File: config.mk
export PLATFORM = sky130hd
export DESIGN_NAME = button_debounce_auto_repeat_core
export DESIGN_NICKNAME = d
export VERILOG_FILES = /design/src/sv/bdar_pkg.sv /design/src/sv/bdar_alu.sv /design/src/sv/bdar_scan.sv /design/src/sv/button_debounce_auto_repeat_core.sv
export SDC_FILE = /design/constraint.sdc
export NUM_CORES = 2
export LEC_CHECK = 0
export BUFFER_PORTS_ARGS = -buffer_cell sky130_fd_sc_hd__buf_2
export CAP_MARGIN = 5
export CORE_MARGIN = 5
export CORE_UTILIZATION = 50
export DETAILED_ROUTE_END_ITERATION = 10
export GPL_ROUTABILITY_DRIVEN = 0
export PLACE_DENSITY = 0.72
export SLEW_MARGIN = 20
export SYNTH_ARGS = -nofsm -noshare
export SYNTH_HDL_FRONTEND = slang
export SYNTH_HIERARCHICAL = 1
export SYNTH_SLANG_ARGS = --single-unit
File: constraint.sdc
create_clock -name aclk -period 10.7 [get_ports aclk]
set_input_delay 1.605 -clock aclk [delete_from_list [all_inputs] [get_ports aclk]]
set_output_delay 1.605 -clock aclk [all_outputs]
set_load 0.02 [all_outputs]
File: src/sv/bdar_pkg.sv
// Shared types and constants for the button debounce / auto-repeat core.
// No dependencies; imported by every module of the block.
`timescale 1ns / 1ps
`default_nettype none

package bdar_pkg;

    localparam int TIME_W          = 64;  // microsecond counter and stamps
    localparam int CFG_W           = 24;  // width of each config register
    localparam int CFG_IDX_W       = 2;
    localparam int BTN_W           = 4;   // button field on both channels
    localparam int MASK_W          = 16;
    localparam int MAX_OUT         = 3;   // events per tick at most
    localparam int CNT_W           = 2;
    localparam int NUM_BUTTONS_DEF = 3;

    localparam logic [CFG_W-1:0] DEBOUNCE_RST = 24'd20000;
    localparam logic [CFG_W-1:0] DELAY_RST    = 24'd500000;
    localparam logic [CFG_W-1:0] INTERVAL_RST = 24'd100000;

    localparam logic [CFG_IDX_W-1:0] REG_DEBOUNCE = 2'd0;
    localparam logic [CFG_IDX_W-1:0] REG_DELAY    = 2'd1;
    localparam logic [CFG_IDX_W-1:0] REG_INTERVAL = 2'd2;

    localparam logic OP_EDGE = 1'b0;
    localparam logic OP_TICK = 1'b1;

    typedef enum logic [1:0] {
        KIND_RELEASE = 2'd0,
        KIND_PRESS   = 2'd1,
        KIND_REPEAT  = 2'd2
    } kind_t;

    typedef enum logic [3:0] {
        ST_IDLE,
        ST_TICK,    // advance time counter
        ST_CMP_PR,  // press stamp <= release stamp
        ST_CMP_RP,  // release stamp <= press stamp
        ST_DEB,     // leading stamp + debounce <= now
        ST_SCHED,   // next repeat = now + delay
        ST_REP,     // next repeat <= now
        ST_ADV,     // next repeat += interval
        ST_FLUSH    // hand over the held-back event as last of the run
    } state_t;

    typedef struct packed {
        logic             op;
        logic [BTN_W-1:0] button;
        logic             rise;
    } in_t;

    typedef struct packed {
        logic [BTN_W-1:0]  button;
        kind_t             kind;
        logic [MASK_W-1:0] mask;
        logic              last;
    } evt_t;

endpackage

`default_nettype wire

File: src/sv/bdar_alu.sv
// Shared 64-bit adder with a compare of the sum against a third operand.
// Depends on bdar_pkg.
`timescale 1ns / 1ps
`default_nettype none

module bdar_alu
    import bdar_pkg::*;
(
    input  wire logic [TIME_W-1:0] opa,
    input  wire logic [TIME_W-1:0] opb,
    input  wire logic [TIME_W-1:0] opc,
    output logic      [TIME_W-1:0] sum,
    output logic                   le
);

    assign sum = opa + opb;   // wraps at 64 bits
    assign le  = (sum <= opc);

endmodule

`default_nettype wire

File: src/sv/bdar_scan.sv
// Sequencer and per-button state: stamps, debounced state, repeat schedule.
// Steps one shared bdar_alu over the buttons on each tick. Depends on bdar_pkg.
`timescale 1ns / 1ps
`default_nettype none

module bdar_scan
    import bdar_pkg::*;
#(
    parameter int NUM_BUTTONS = NUM_BUTTONS_DEF
) (
    input  wire logic             aclk,
    input  wire logic             aresetn,
    input  wire logic             in_accept,
    input  wire in_t              in_item,
    input  wire logic [CFG_W-1:0] debounce_time,
    input  wire logic [CFG_W-1:0] repeat_delay,
    input  wire logic [CFG_W-1:0] repeat_interval,
    input  wire logic             out_free,
    output logic                  idle,
    output logic                  push,
    output evt_t                  push_evt
);

    localparam int BIDX_W = (NUM_BUTTONS > 1) ? $clog2(NUM_BUTTONS) : 1;

    state_t                  state_reg, state_next;
    logic [BIDX_W-1:0]       btn_reg;
    logic [CNT_W-1:0]        cnt_reg;
    logic                    p_le_r_reg, r_le_p_reg;
    logic [TIME_W-1:0]       time_reg;
    logic [TIME_W-1:0]       press_reg   [NUM_BUTTONS];
    logic [TIME_W-1:0]       release_reg [NUM_BUTTONS];
    logic [TIME_W-1:0]       next_rep_reg[NUM_BUTTONS];
    logic [NUM_BUTTONS-1:0]  pressed_reg;
    logic                    pend_valid_reg;
    evt_t                    pend_reg;

    logic [TIME_W-1:0] alu_a, alu_b, alu_c, alu_sum;
    logic              alu_le;

    logic [TIME_W-1:0]      cur_press, cur_rel, cur_next;
    logic                   cur_pr, want, differs, change, last_btn, can_emit;
    logic                   emit, fire, done_btn, step_btn, edge_hit;
    kind_t                  emit_kind;
    logic [NUM_BUTTONS-1:0] pressed_upd;
    logic [CNT_W-1:0]       cnt_fin;
    logic [BIDX_W-1:0]      edge_idx;

    bdar_alu u_alu (
        .opa (alu_a),
        .opb (alu_b),
        .opc (alu_c),
        .sum (alu_sum),
        .le  (alu_le)
    );

    assign cur_press = press_reg[btn_reg];
    assign cur_rel   = release_reg[btn_reg];
    assign cur_next  = next_rep_reg[btn_reg];
    assign cur_pr    = pressed_reg[btn_reg];
    // equal stamps: neither is newer, no change
    assign differs   = !(p_le_r_reg && r_le_p_reg);
    assign want      = !p_le_r_reg;
    assign change    = differs && (want != cur_pr) && alu_le;
    assign last_btn  = (btn_reg == BIDX_W'(NUM_BUTTONS - 1));
    // a new event may only replace the held one if the output register can take it
    assign can_emit  = !pend_valid_reg || out_free;
    assign fire      = emit && can_emit;
    assign cnt_fin   = cnt_reg + CNT_W'(fire);

    assign edge_hit  = ({1'b0, in_item.button} < (BTN_W + 1)'(NUM_BUTTONS));
    assign edge_idx  = in_item.button[BIDX_W-1:0];

    assign idle      = (state_reg == ST_IDLE);

    always_comb begin
        state_next = state_reg;
        alu_a      = time_reg;
        alu_b      = '0;
        alu_c      = time_reg;
        emit       = 1'b0;
        emit_kind  = KIND_REPEAT;
        done_btn   = 1'b0;
        step_btn   = 1'b0;
        case (state_reg)
            ST_IDLE: begin
                if (in_accept && in_item.op == OP_TICK) begin
                    state_next = ST_TICK;
                end
            end
            ST_TICK: begin
                alu_b      = TIME_W'(1);
                state_next = ST_CMP_PR;
            end
            ST_CMP_PR: begin
                alu_a      = cur_press;
                alu_c      = cur_rel;
                state_next = ST_CMP_RP;
            end
            ST_CMP_RP: begin
                alu_a      = cur_rel;
                alu_c      = cur_press;
                state_next = ST_DEB;
            end
            ST_DEB: begin
                alu_a = want ? cur_press : cur_rel;
                alu_b = TIME_W'(debounce_time);
                if (change) begin
                    emit      = 1'b1;
                    emit_kind = want ? KIND_PRESS : KIND_RELEASE;
                    if (can_emit) begin
                        if (want) begin
                            state_next = ST_SCHED;
                        end else begin
                            done_btn = 1'b1;
                        end
                    end
                end else if (cur_pr) begin
                    state_next = ST_REP;
                end else begin
                    done_btn = 1'b1;
                end
            end
            ST_SCHED: begin
                alu_b    = TIME_W'(repeat_delay);
                done_btn = 1'b1;
            end
            ST_REP: begin
                alu_a = cur_next;
                if (alu_le) begin
                    state_next = ST_ADV;
                end else begin
                    done_btn = 1'b1;
                end
            end
            ST_ADV: begin
                alu_a    = cur_next;
                alu_b    = TIME_W'(repeat_interval);
                emit     = 1'b1;
                done_btn = can_emit;
            end
            ST_FLUSH: begin
                if (!pend_valid_reg || out_free) begin
                    state_next = ST_IDLE;
                end
            end
            default: begin
                state_next = ST_IDLE;
            end
        endcase

        // scan stops at the last button or once the event budget is used up
        if (done_btn) begin
            if (cnt_fin == CNT_W'(MAX_OUT) || last_btn) begin
                state_next = ST_FLUSH;
            end else begin
                state_next = ST_CMP_PR;
                step_btn   = 1'b1;
            end
        end
    end

    always_comb begin
        pressed_upd = pressed_reg;
        if (state_reg == ST_DEB) begin
            pressed_upd[btn_reg] = want;
        end
    end

    // the held event goes out when a newer one replaces it, or at the end of the scan
    assign push = pend_valid_reg &&
                  (fire || (state_reg == ST_FLUSH && out_free));
    always_comb begin
        push_evt      = pend_reg;
        push_evt.last = (state_reg == ST_FLUSH);
    end

    always_ff @(posedge aclk) begin
        if (!aresetn) begin
            state_reg      <= ST_IDLE;
            btn_reg        <= '0;
            cnt_reg        <= '0;
            time_reg       <= '0;
            pressed_reg    <= '0;
            pend_valid_reg <= 1'b0;
            for (int i = 0; i < NUM_BUTTONS; i++) begin
                press_reg[i]    <= '0;
                release_reg[i]  <= '0;
                next_rep_reg[i] <= '0;
            end
        end else begin
            state_reg <= state_next;

            if (state_reg == ST_IDLE && in_accept) begin
                if (in_item.op == OP_EDGE) begin
                    if (edge_hit) begin
                        if (in_item.rise) begin
                            release_reg[edge_idx] <= time_reg;
                        end else begin
                            press_reg[edge_idx] <= time_reg;
                        end
                    end
                end else begin
                    btn_reg <= '0;
                    cnt_reg <= '0;
                end
            end

            if (state_reg == ST_TICK) begin
                time_reg <= alu_sum;
            end
            if (state_reg == ST_CMP_PR) begin
                p_le_r_reg <= alu_le;
            end
            if (state_reg == ST_CMP_RP) begin
                r_le_p_reg <= alu_le;
            end

            if (fire) begin
                cnt_reg        <= cnt_fin;
                pend_valid_reg <= 1'b1;
                pend_reg       <= '{button: BTN_W'(btn_reg), kind: emit_kind,
                                    mask: MASK_W'(pressed_upd), last: 1'b0};
                if (state_reg == ST_DEB) begin
                    pressed_reg <= pressed_upd;
                end
                if (state_reg == ST_ADV) begin
                    next_rep_reg[btn_reg] <= alu_sum;
                end
            end

            if (state_reg == ST_SCHED) begin
                next_rep_reg[btn_reg] <= alu_sum;
            end

            if (step_btn) begin
                btn_reg <= BIDX_W'(btn_reg + 1'b1);
            end

            if (state_reg == ST_FLUSH && out_free) begin
                pend_valid_reg <= 1'b0;
            end
        end
    end

endmodule

`default_nettype wire

File: src/sv/button_debounce_auto_repeat_core.sv
// Button debouncer with auto-repeat for up to 16 buttons.
//
// Input stream (s_*): each item is either a one-microsecond tick
// (s_tuser = 1) or an edge report (s_tuser = 0) on button s_tdata[3:0],
// rising (release) when s_tdata[4] is set, falling (press) otherwise.
// Edges on buttons at or beyond NUM_BUTTONS are dropped.
// Result stream (m_*): per tick, zero to three events in button order;
// m_tuser is the kind (released / pressed / held repeat), m_tdata carries the
// button and the debounced pressed mask, m_tlast marks the last event of a tick.
// An edge item stamps the button and leaves the scan idle. A tick steps time,
// then per button compares stamps both ways, checks debounce, schedules or checks
// the repeat, as every 64-bit add and compare uses one shared adder/comparator.
// The first event of a tick appears once the next one or the end of the
// scan is known. s_tready is low while a tick is being worked off.
// A stalled receiver holds one event in the output register and one more in
// the scan; a further event halts the scan until the receiver takes one.
// Reset (aresetn low, synchronous) clears time, stamps, states and schedules
// and loads the register defaults; config writes take effect immediately.
// Dependencies: bdar_pkg, bdar_scan, bdar_alu.
`timescale 1ns / 1ps
`default_nettype none

module button_debounce_auto_repeat_core
    import bdar_pkg::*;
#(
    parameter int NUM_BUTTONS = NUM_BUTTONS_DEF
) (
    input  wire logic                 aclk,
    input  wire logic                 aresetn,
    // config write port
    input  wire logic                 cfg_wr_en,
    input  wire logic [CFG_IDX_W-1:0] cfg_addr,
    input  wire logic [CFG_W-1:0]     cfg_wdata,
    // input items
    input  wire logic                 s_tvalid,
    output logic                      s_tready,
    input  wire logic [7:0]           s_tdata,   // [3:0] button, [4] edge_is_rise, zero pad
    input  wire logic                 s_tuser,   // [0] operation
    // result items
    output logic                      m_tvalid,
    input  wire logic                 m_tready,
    output logic [23:0]               m_tdata,   // [3:0] which_button, [19:4] pressed_mask
    output logic [1:0]                m_tuser,   // [1:0] event_kind
    output logic                      m_tlast    // last_of_run
);

    logic [CFG_W-1:0] debounce_reg, delay_reg, interval_reg;
    logic             m_valid_reg;
    evt_t             m_evt_reg;

    logic             scan_idle, push, out_free, in_accept;
    evt_t             push_evt;
    in_t              in_item;

    always_ff @(posedge aclk) begin
        if (!aresetn) begin
            debounce_reg <= DEBOUNCE_RST;
            delay_reg    <= DELAY_RST;
            interval_reg <= INTERVAL_RST;
        end else if (cfg_wr_en) begin
            case (cfg_addr)
                REG_DEBOUNCE: debounce_reg <= cfg_wdata;
                REG_DELAY:    delay_reg    <= cfg_wdata;
                REG_INTERVAL: interval_reg <= cfg_wdata;
                default:      ;
            endcase
        end
    end

    assign s_tready  = scan_idle;
    assign in_accept = s_tvalid && scan_idle;
    assign in_item   = '{op: s_tuser, button: s_tdata[3:0], rise: s_tdata[4]};

    assign out_free  = !m_valid_reg || m_tready;

    bdar_scan #(
        .NUM_BUTTONS (NUM_BUTTONS)
    ) u_scan (
        .aclk            (aclk),
        .aresetn         (aresetn),
        .in_accept       (in_accept),
        .in_item         (in_item),
        .debounce_time   (debounce_reg),
        .repeat_delay    (delay_reg),
        .repeat_interval (interval_reg),
        .out_free        (out_free),
        .idle            (scan_idle),
        .push            (push),
        .push_evt        (push_evt)
    );

    always_ff @(posedge aclk) begin
        if (!aresetn) begin
            m_valid_reg <= 1'b0;
        end else if (push) begin
            m_valid_reg <= 1'b1;
        end else if (m_tready) begin
            m_valid_reg <= 1'b0;
        end
    end

    always_ff @(posedge aclk) begin
        if (push) begin
            m_evt_reg <= push_evt;
        end
    end

    assign m_tvalid = m_valid_reg;
    assign m_tdata  = {4'd0, m_evt_reg.mask, m_evt_reg.button};
    assign m_tuser  = m_evt_reg.kind;
    assign m_tlast  = m_evt_reg.last;

endmodule

`default_nettype wire

# Yosys cells after proc, flatten, opt, wreduce, memory -nomap -nowiden
# Memory sizes are Yosys's and may differ from the RTL's. A register that Yosys moved wholly into a read port is not among the register bits.
# Cells that the tools add are included.
# totals
ram_bits	576
register_bits	166
memories	3
# memory_table
memory	words	word_bits	rd	rd_ports_with_merged_regs	write_ports	line	text
u_scan.next_rep_reg	3	64	1	1	3	bdar_scan.sv:33	logic [TIME_W-1:0] next_rep_reg[NUM_BUTTONS];
u_scan.press_reg	3	64	1	1	3	bdar_scan.sv:31	logic [TIME_W-1:0] press_reg [NUM_BUTTONS];
u_scan.release_reg	3	64	1	1	3	bdar_scan.sv:32	logic [TIME_W-1:0] release_reg [NUM_BUTTONS];
# op_classes
n_addsub	3
eq_ne	20
order_cmp	4
bitwise	2
n_mux	73
reduce_logical	42
# op_table
op	n
2-to-1 mux 64 bit	5
one-hot mux 64 bit (4 select lines)	1
OR reduction 64 bit	3
one-hot mux 64 bit (2 select lines)	1
one-hot mux 24 bit (4 select lines)	1
adder 64 x 24 -> 64 bit	1
<= comparator 64 bit	1
2-to-1 mux 1 bit	36
2-to-1 mux 4 bit	9
one-hot mux 4 bit (8 select lines)	1
2-to-1 mux 2 bit	13
AND reduction 2 bit	10
== test 4 x 3 -> 1 bit, second input constant	4
logical AND 1 bit	10
nonzero test 2 bit	5
inequality test 3 x 1 -> 1 bit, second input constant	3
== test 4 x 2 -> 1 bit, second input constant	2
inequality test 4 bit, second input constant	2
AND reduction 7 bit	1
== test 2 bit, second input constant	3
OR reduction 2 bit	3
== test 4 x 1 -> 1 bit, second input constant	1
== test 4 bit, second input constant	1
logical NOT 1 bit	4
other kinds (20)	23

# Logic depth before layout (Yosys ltp)
# logic_depth
ltp_word	18
mapped_depth	36

# Hierarchy
# The synthesis kept the hierarchy.
# modules_own_cells
module	seq_area_each_um2	n_inst	area_per_inst_um2	cells_each
bdar_scan	24893.9	1	38625.8	2657
bdar_alu	0.0	1	5186.2	747
button_debounce_auto_repeat_core	2152.1	1	3661.0	306

# Least setup slack after synthesis
# OpenSTA, ideal clock, no wires.
# synth_timing
path_type	register to register
startpoint	reg with a tool-made name
endpoint	reg m_evt_reg, in the netlist m_tdata[0] (enable)
n_path_buf	4
arrival_ns	7.673
stages_incl_launch_ff	29
setup_time_ns	0.404
slack_ns	2.623
period_less_slack_ns	8.077
cell_sequence	dfxtp_1 -> clkbuf_1 -> buf_2 -> buf_2 -> buf_2 -> mux4_2 -> nand2_1 -> nand2_1 -> ha_1 -> a211oi_1 -> o21bai_2 -> o2111a_1 -> a211oi_2 -> nor3_1 -> a21bo_1 -> a221o_1 -> a21o_1 -> a2111oi_2 -> nor3_1 -> ha_1 -> nand4_1 -> nor4_1 -> nand3_1 -> o31ai_1 -> nand4bb_1 -> o22a_1 -> o211ai_2 -> a21oi_1 -> nor2_1
# synth_lines
element	line	text
to (signal assigned)	button_debounce_auto_repeat_core.sv:104	m_evt_reg <= push_evt;
to (decl)	button_debounce_auto_repeat_core.sv:49	evt_t m_evt_reg;

==> run metrics <==
critical-path maximum fanout 36; initial antenna violation count 1; RSZ-0062 raised after global routing no; async set or reset register ratio after synthesis 0; I/O Buffers slightly above 60; final hold violation count 0; synthesized cell area around 47,000 um2; I/O pin cnt 69; layout cells sized above 1 0.142; CTS tree yes; slew at the pin with the worst max-slew slack approximately 1.1 ns; Final Core Density 0.559; Clock Latency Late Sink a little under 0.7 ns; Worst EP required ~11 ns; Post-CTS Repair Setup Buffers 0; EDFF count, synth 800; highest achievable clock rate 100 MHz; vias post-DR a little over 30,000; Post-Place Setup Slack 1.20 ns; leading cell type by number of instances after synthesis edfxtp_1; Post-DP HPWL slightly below 70,000 um; Final TNS setup 0 ns; largest net degree at the start of global routing between 70 and 80; min-delay worst type flip-flop to flip-flop; Worst setup EP type flip-flop; critical path arrival 10.56 ns; top cell type's share of synthesized area 0.506; DRT iter0 DRCs 3,635; Hold Buf Count CTS 0; core box area 94,600 um2; post_cts resized 0; DIE AREA between 100,000 and 150,000 um2; Pre-antenna DRT Iters 9; vias in the first global route 30,900; Relative slew margins 0.253; critical path's largest stage delay 0.72 ns; Layout Nets 4,037; grt ovf 0; DRT Wirelength roughly 120,000 um; top_reg_cell synth edfxtp_1; Final ANT Viol Nets 0; die width 318 um; synth cell count leaders edfxtp_1, nand2_1, and2_1; Hold Slack 0.426 ns; # rows approximately 110; routed vias/inst around 5.9; Mapped Cells 3,710; Initial Utilization 0.502; WS Path Type flip-flop to flip-flop; detail-routed net length per standard cell 22.8 um; synth unique cells 83; largest area contributor in the netlist edfxtp_1; final setup margin 0.737 ns; PD cells roughly 230 nW/um2; Clock Path Buffers 3; first-pass GRT wire length 184,000 um; cts bufs inserted roughly 100; area delta synth->final 11.4%; Die Height 318 um; sequential fraction of the synthesis area 0.570; Clock Skews 0.0298 ns; yosys warns 6; crit start category flip-flop; status complete, no violations; Final Max Slew Viols 0; GRT Total Usage 0.231; Min-Delay Path Depth 0; Peak VDD IR 146 uV; min Tclk post-route 9.96 ns; Worst path slowest cell nor2_4; Seq cells post-synth ~950; Static Leakage 20.5 nW; DRC 0; CTS root buffer clkbuf_16; Setup Viol. Count Final 0; ranking of synthesized cells by area edfxtp_1, mux4_2, dfxtp_1, and2_1, nand2_1; Reg clk slew, reported paths 0.06 ns; flop2flop setup slack 0.74 ns; syn_area_per_cell around 13 um2; H-tree Lvls 3; clock sinks 951; worst reg2reg path depth 31; crit share post-route 0.931; Max-Cap Viols 0
[report_power, final]
| part | switching (W) | total, W | internal (W) | leakage [nW] |
|---|---|---|---|---|
| Sequential | 0.000261 | 0.00464 | 0.00437 | 9.36 |
| Combinational | 0.00267 | 0.00420 | 0.00153 | 9.49 |
| Clock | 0.00145 | 0.00350 | 0.00205 | 1.61 |
[per-stage QoR]
| step | std cells | power, W | instance area (um2) |
|---|---|---|---|
| after floorplan | 3895 | 0.00749 | 48200 |
| after global placement | 5029 | 0.00868 | 49600 |
| after detailed placement | 5029 | 0.00875 | 49600 |
| after CTS | 5216 | 0.0123 | 52900 |
| after global routing | 5216 | 0.0130 | 52900 |
| final | 5218 | 0.0123 | 52900 |
[cell usage in the layout (no fill, tap or decap), drive strengths merged, types with 11 or more instances in the layout]
master  Yosys  layout
a21boi     67      67
a21o       67      67
a21oi      97      97
a222oi     64      64
a22oi      24      24
a31oi      18      18
and2      389     389
and3      208     208
buf        82     139
bufinv      0      11
clkbuf    188     131
clkinv      0      39
conb        2     187
dfxtp     151     151
edfxtp    800     800
ha        131     131
inv        94      97
mux2       23      23
mux2i     135     135
mux4      192     192
nand2     474     474
nand2b     19      19
nand3      22      22
nand4      35      35
nor2       80      80
nor2b      28      28
nor3       16      16
o21ai     117     117
xnor2      38      38
xor2       26      26
[critical path: cells and delay by family, from the launching register on]
family	cells	cell delay [ns]
compound gates	14	4.33
xor+xnor	1	0.40
fa+ha+maj	2	0.63
buf+inv	2	0.68
flops	1	0.54
mux	2	0.41
simple gates	10	2.83
[path summary, 6_finish.rpt]
check / start / endpoint
setup reg to reg: u_scan/state_reg[0] / flip-flop
hold / removal: u_scan/push_evt[20] / m_tdata[1]
setup / recovery: u_scan/state_reg[0] / flip-flop
hold reg to reg: u_scan/push_evt[20] / m_tdata[1]
[layer usage]
metal | global-route usage | wire length, um
met3 | 0.0343 | 10100
met5 | 0 | 0
met1 | 0.326 | 49500
met4 | 0.0705 | 3100
met2 | 0.375 | 56200
[final cells by class]
type / instances / area [um2]
fill: 7607 / 41700
sequential: 951 / 27100
multi-input combinational: 2580 / 19700
clock buffer: 131 / 2710
tap: 1265 / 1580
timing repair buffer: 139 / 922
clock inverter: 56 / 594
inverter: 94 / 353
antenna: 2 / 5.00
[kinds of logic (layout without fill, tap and decap cells)]
group / Yosys count / after routing / synth area share
mux: 350 / 350 / 0.125
fa+ha+maj: 132 / 132 / 0.0349
compound gates: 535 / 535 / 0.0781
buf+inv: 364 / 420 / 0.0344
simple gates: 1312 / 1312 / 0.146
other cells: 2 / 189 / 0.000158
xor+xnor: 64 / 64 / 0.0118
flops: 951 / 951 / 0.570
No activity file was read; power rests on OpenSTA's default activity.
